[src/cowm_pkg.sv]
`timescale 1ns / 1ps
// Shared types and constants of the clock offset window monitor.
// No dependencies.
package cowm_pkg;

  localparam int OP_W    = 3;
  localparam int TIME_W  = 48;
  localparam int OFS_W   = 32;
  localparam int CONF_W  = 17;
  localparam int ISSUE_W = 2;
  localparam int NUM_WIN = 3;
  localparam int DIV_NW  = 48;
  localparam int DIV_DW  = 32;
  localparam int CFG_IW  = 2;
  localparam int CFG_DW  = 32;
  localparam int WLEN_W  = 7;
  localparam int IN_DW   = 96;
  localparam int OUT_DW  = 152;
  localparam logic [DIV_DW-1:0] MIN_DEGRADED = 32'd1000;

  typedef enum logic [OP_W-1:0] {
    OP_IMU    = 3'd0,
    OP_CAMERA = 3'd1,
    OP_ANCHOR = 3'd2,
    OP_PEER   = 3'd3,
    OP_CLEAR  = 3'd4
  } op_t;

  typedef enum logic [1:0] {
    WIN_IC = 2'd0,
    WIN_AN = 2'd1,
    WIN_PE = 2'd2
  } win_t;

  typedef enum logic [CFG_IW-1:0] {
    REG_WINDOW_LENGTH = 2'd0,
    REG_DEGRADED      = 2'd1,
    REG_SYNC          = 2'd2
  } reg_idx_t;

  typedef enum logic [ISSUE_W-1:0] {
    ISSUE_STABLE = 2'd0,
    ISSUE_ANCHOR = 2'd1,
    ISSUE_PEER   = 2'd2,
    ISSUE_IC     = 2'd3
  } issue_t;

  typedef enum logic [1:0] {
    DIV_SUM  = 2'd0,
    DIV_DEV  = 2'd1,
    DIV_CONF = 2'd2
  } div_sel_t;

  typedef enum logic [3:0] {
    ST_IDLE,
    ST_PUSH,
    ST_WIN_INIT,
    ST_SUM_RUN,
    ST_SUM_DIV,
    ST_DEV_RUN,
    ST_DEV_DIV,
    ST_WIN_NEXT,
    ST_CONF_DIV,
    ST_DONE
  } state_t;

  typedef struct packed {
    logic     capture;
    logic     push;
    logic     win_first;
    logic     win_adv;
    logic     scan_start;
    logic     scan_pass;
    logic     div_start;
    div_sel_t div_sel;
    logic     mean_take;
    logic     mad_take;
    logic     out_load;
  } cowm_cmd_t;

  typedef struct packed {
    logic win_empty;
    logic win_last;
    logic scan_busy;
    logic div_busy;
  } cowm_stat_t;

endpackage

[src/cowm_ctrl.sv]
`timescale 1ns / 1ps
// Controller: sequences push, per-window scans and divisions, and the result handshake.
// Depends on cowm_pkg.
module cowm_ctrl (
  input  logic                 clk,
  input  logic                 rst_n,
  input  logic                 in_tvalid,
  output logic                 in_tready,
  output logic                 out_tvalid,
  input  logic                 out_tready,
  input  cowm_pkg::cowm_stat_t stat,
  output cowm_pkg::cowm_cmd_t  cmd
);
  import cowm_pkg::*;

  state_t state_r, state_nxt;
  logic   ovld_r, ovld_nxt;

  always_ff @(posedge clk) begin
    if (!rst_n) begin
      state_r <= ST_IDLE;
      ovld_r  <= 1'b0;
    end else begin
      state_r <= state_nxt;
      ovld_r  <= ovld_nxt;
    end
  end

  always_comb begin
    state_nxt = state_r;
    cmd       = '0;
    cmd.div_sel = DIV_SUM;
    ovld_nxt  = ovld_r && !out_tready;
    case (state_r)
      ST_IDLE: begin
        if (in_tvalid) begin
          cmd.capture = 1'b1;
          state_nxt   = ST_PUSH;
        end
      end
      ST_PUSH: begin
        cmd.push      = 1'b1;
        cmd.win_first = 1'b1;
        state_nxt     = ST_WIN_INIT;
      end
      ST_WIN_INIT: begin
        if (stat.win_empty) begin
          cmd.mean_take = 1'b1;
          cmd.mad_take  = 1'b1;
          state_nxt     = ST_WIN_NEXT;
        end else begin
          cmd.scan_start = 1'b1;
          state_nxt      = ST_SUM_RUN;
        end
      end
      ST_SUM_RUN: begin
        cmd.div_sel = DIV_SUM;
        if (!stat.scan_busy) begin
          cmd.div_start = 1'b1;
          state_nxt     = ST_SUM_DIV;
        end
      end
      ST_SUM_DIV: begin
        if (!stat.div_busy) begin
          cmd.mean_take  = 1'b1;
          cmd.scan_start = 1'b1;
          cmd.scan_pass  = 1'b1;
          state_nxt      = ST_DEV_RUN;
        end
      end
      ST_DEV_RUN: begin
        cmd.div_sel = DIV_DEV;
        if (!stat.scan_busy) begin
          cmd.div_start = 1'b1;
          state_nxt     = ST_DEV_DIV;
        end
      end
      ST_DEV_DIV: begin
        if (!stat.div_busy) begin
          cmd.mad_take = 1'b1;
          state_nxt    = ST_WIN_NEXT;
        end
      end
      ST_WIN_NEXT: begin
        if (stat.win_last) begin
          cmd.div_sel   = DIV_CONF;
          cmd.div_start = 1'b1;
          state_nxt     = ST_CONF_DIV;
        end else begin
          cmd.win_adv = 1'b1;
          state_nxt   = ST_WIN_INIT;
        end
      end
      ST_CONF_DIV: begin
        cmd.div_sel = DIV_CONF;
        if (!stat.div_busy) begin
          state_nxt = ST_DONE;
        end
      end
      ST_DONE: begin
        cmd.div_sel = DIV_CONF;
        if (!ovld_r || out_tready) begin
          cmd.out_load = 1'b1;
          ovld_nxt     = 1'b1;
          state_nxt    = ST_IDLE;
        end
      end
      default: state_nxt = ST_IDLE;
    endcase
  end

  assign in_tready  = (state_r == ST_IDLE);
  assign out_tvalid = ovld_r;

endmodule

[config.mk]
export PLATFORM = sky130hd
export DESIGN_NAME = cowm_ctrl
export DESIGN_NICKNAME = d
export VERILOG_FILES = /design/src/cowm_pkg.sv /design/src/cowm_ctrl.sv
export SDC_FILE = /design/constraint.sdc
export NUM_CORES = 1
export LEC_CHECK = 0
export BUFFER_PORTS_ARGS = -buffer_cell sky130_fd_sc_hd__buf_2
export CORE_ASPECT_RATIO = 1.1
export CORE_MARGIN = 3
export CORE_UTILIZATION = 25
export DETAILED_ROUTE_END_ITERATION = 10
export RECOVER_POWER = 50
export SLEW_MARGIN = 0
export SYNTH_ARGS = -nofsm -noshare
export SYNTH_HDL_FRONTEND = slang
export SYNTH_SLANG_ARGS = --single-unit
[constraint.sdc]
create_clock -name clk -period 4.1 [get_ports clk]
set_input_delay 0.82 -clock clk [delete_from_list [all_inputs] [get_ports clk]]
set_output_delay 0.82 -clock clk [all_outputs]
set_load 0.02 [all_outputs]
==> results.cfg <==
[status]
run_status = finished, final reports clean

[power]
peakVddDrop_uv = 221.5
p_total_uw = 333.2
power_density_nw_per_um2 = 535.7
power.leakage_uw = 0.0002695

[synth]
ys_types = 30
synthArstFlopShare = 0
synth_seq_cells = 5
synth_fp_nets = 81
synth_ff_type = dfxtp_1
ys_top_cells_by_area = dfxtp_1, nand2_1, nand2b_1, mux2i_1, nor2_1
synth_warnings = 0
syn_inst = 73
yosysSeqAreaShare = 0.2005
yosysTopAreaCellShare = 0.2005
synth_edf_count = 0
synth_top_area_cell = dfxtp_1
syn_avg_cell_area_sq_um = 6.839
netlist_area_sq_um = 499.2

[detailed_routing]
first_iter_violations = 2
ant_nets = 0
num_vias = 563
drc = 0
routed_via_density = 4.771
routed_wl_microns = 1253
drtPass1Iterations = 2
wire_per_inst_microns = 10.62

[timing]
finClkSkew_ns = 0.003478
tightest_slew_ns = 0.6704
finalHoldViolCount = 0
max_slew_margin = 0.5500
finalCritPeriodShare = 0.6137
maxSlewViolCount = 0
setup_viol = 0
finalCriticalPeriod_ns = 2.516
setup_tns_ns = 0
fmax_mhz = 397.5
grt_setup_unrepaired = false

[worst_setup_path]
arrival_ns = 1.70
ff2ff_path_depth = 4
worstPathRequired_ns = 3.28
rr_startpoint = state_r[1]$_SDFFE_PN0P_
r2r-end = state_r[2]$_SDFFE_PN0P_
cp-end-kind = primary output
start_kind = flop
path_class = flop to primary output
worstPathMaxFanout = 17
rrSetupSlack_ns = 2.14

[clock_tree]
cts-root-buf = clkbuf_4
cts.path.max_buffers = 2
cts_tree = built
cts_hold_buffers = 0
clkSlewWorstSetupHoldPaths_ns = 0.04
ctsResizeCount = 0
post_cts_buffers = 0
cts_buffers = 3
cts.sinks = 5
insertion_delay_ns = 0.24
htreeDepth = 1

[die]
rows = 16
die_x_microns = 48.61
die-area_sq_um = 2570
start_util = 0.2711
die_y_microns = 52.87
design.core.area_sq_um = 1842
ioPinCount = 22

[grt]
grt_max_degree = 22
antenna_found_initial = 0
grtUsageTotal = 0.1081
overflow = 0
grt_pass1_vias = 506
grt_pass1_wl_microns = 2125

[finish]
multi_input_area_sq_um = 356.6
diodes = 0
most-common-layout-cells = buf_2, nand2_1, nand2b_1
regArea_sq_um = 100.1
synthToLayoutAreaGrowth_pct = 24.56
final_common_cell = buf_2
num-fill-cells = 206
fin_nets = 100
final_layout_size_suffix_gt1_frac = 0.2418

[place]
hpwl_microns = 897.5
gp_congestion = 0.7460
portBuffers = 21

[min_path]
holdPathEnd = out_tvalid$_SDFF_PN0_
hold_class = flop to flop
holdPathStages = 2
min-delay-start = out_tvalid$_SDFF_PN0_

[job]
maxCapViolations = 0
[through the flow]
step	area (sq um)	hold WS, ns	util	instances	worst slack [ns]
final	621.8	0.5258	0.3376	118	1.584
after global routing	621.8	0.5505	0.3376	118	1.402
after CTS	631.9	0.5251	0.3431	118	1.584
after detailed placement	605.6	0.5193	0.3288	114	1.638
after global placement	605.6	0.5034	0.3288	114	1.652
after floorplan	499.2	0.5838	-	73	1.302
[cells in the mapped netlist (2+ instances only)]
master	number
mux2i_1	3
a31oi_1	3
buf_2	2
nand2_1	13
nand3_1	2
a21boi_0	2
clkbuf_1	3
nand2b_1	7
o21ai_0	2
nor2_1	6
nor3b_1	3
nand4b_1	2
nor4_1	2
nor3_1	3
dfxtp_1	5
[state kept, by name, summed over array words and instances, names as in the netlist]
| signal | count |
|---|---|
| out_tvalid | 1 |
| state_r | 4 |
[worst max-delay path, stage by stage, from the launching register on]
cell     delay, ns
dfxtp_1       0.62
inv_1         0.18
o31a_1        0.31
nor3b_1       0.16
buf_2         0.19
[worst max-delay path by stage]
stage          endpoint  depth (start not counted)               startpoint  slack [ns]
2_1_floorplan   cmd[10]                          4  state_r[0]$_SDFFE_PN0P_        1.30
3_3_place_gp     cmd[2]                          6                  stat[0]        1.65
3_5_place_dp     cmd[2]                          6                  stat[0]        1.64
4_1_cts          cmd[5]                          4  state_r[2]$_SDFFE_PN0P_        1.58
5_1_grt          cmd[5]                          4  state_r[2]$_SDFFE_PN0P_        1.40
6_report         cmd[5]                          4  state_r[2]$_SDFFE_PN0P_        1.58
[kinds of logic (layout without fill, tap and decap cells)]
family                 count (synthesis)  count (layout)  synth area share
AND/OR/NAND/NOR                       45              45            0.4913
AO/OA/AOI/OAI                         12              12            0.1754
multiplexers                           3               3           0.06015
flip-flops                             5               5            0.2005
buffers and inverters                  8              26           0.07267
[cell type report]
class | instances | share of cell area
multi-input combinational | 60 | 0.5734
clock buffer | 4 | 0.04225
inverter | 1 | 0.006036
timing repair buffer | 21 | 0.1630
sequential | 5 | 0.1610
tap | 27 | 0.05433
[routing by layer]
metal | share of wire | wire [microns] | global-route usage
met5 | 0 | 0 | 0
met4 | 0.015 | 19 | 0.1090
met3 | 0.034 | 43 | 0.02254
met2 | 0.52 | 646 | 0.1787
met1 | 0.43 | 543 | 0.1141
[power by group]
group	total [uW]	switching (uW)	internal, uW
logic	169	96.9	72.6
registers	107	47.6	59.6
clock network	56.4	19.7	36.8
total	333	164	169
No activity file was read; power rests on OpenSTA's default activity.
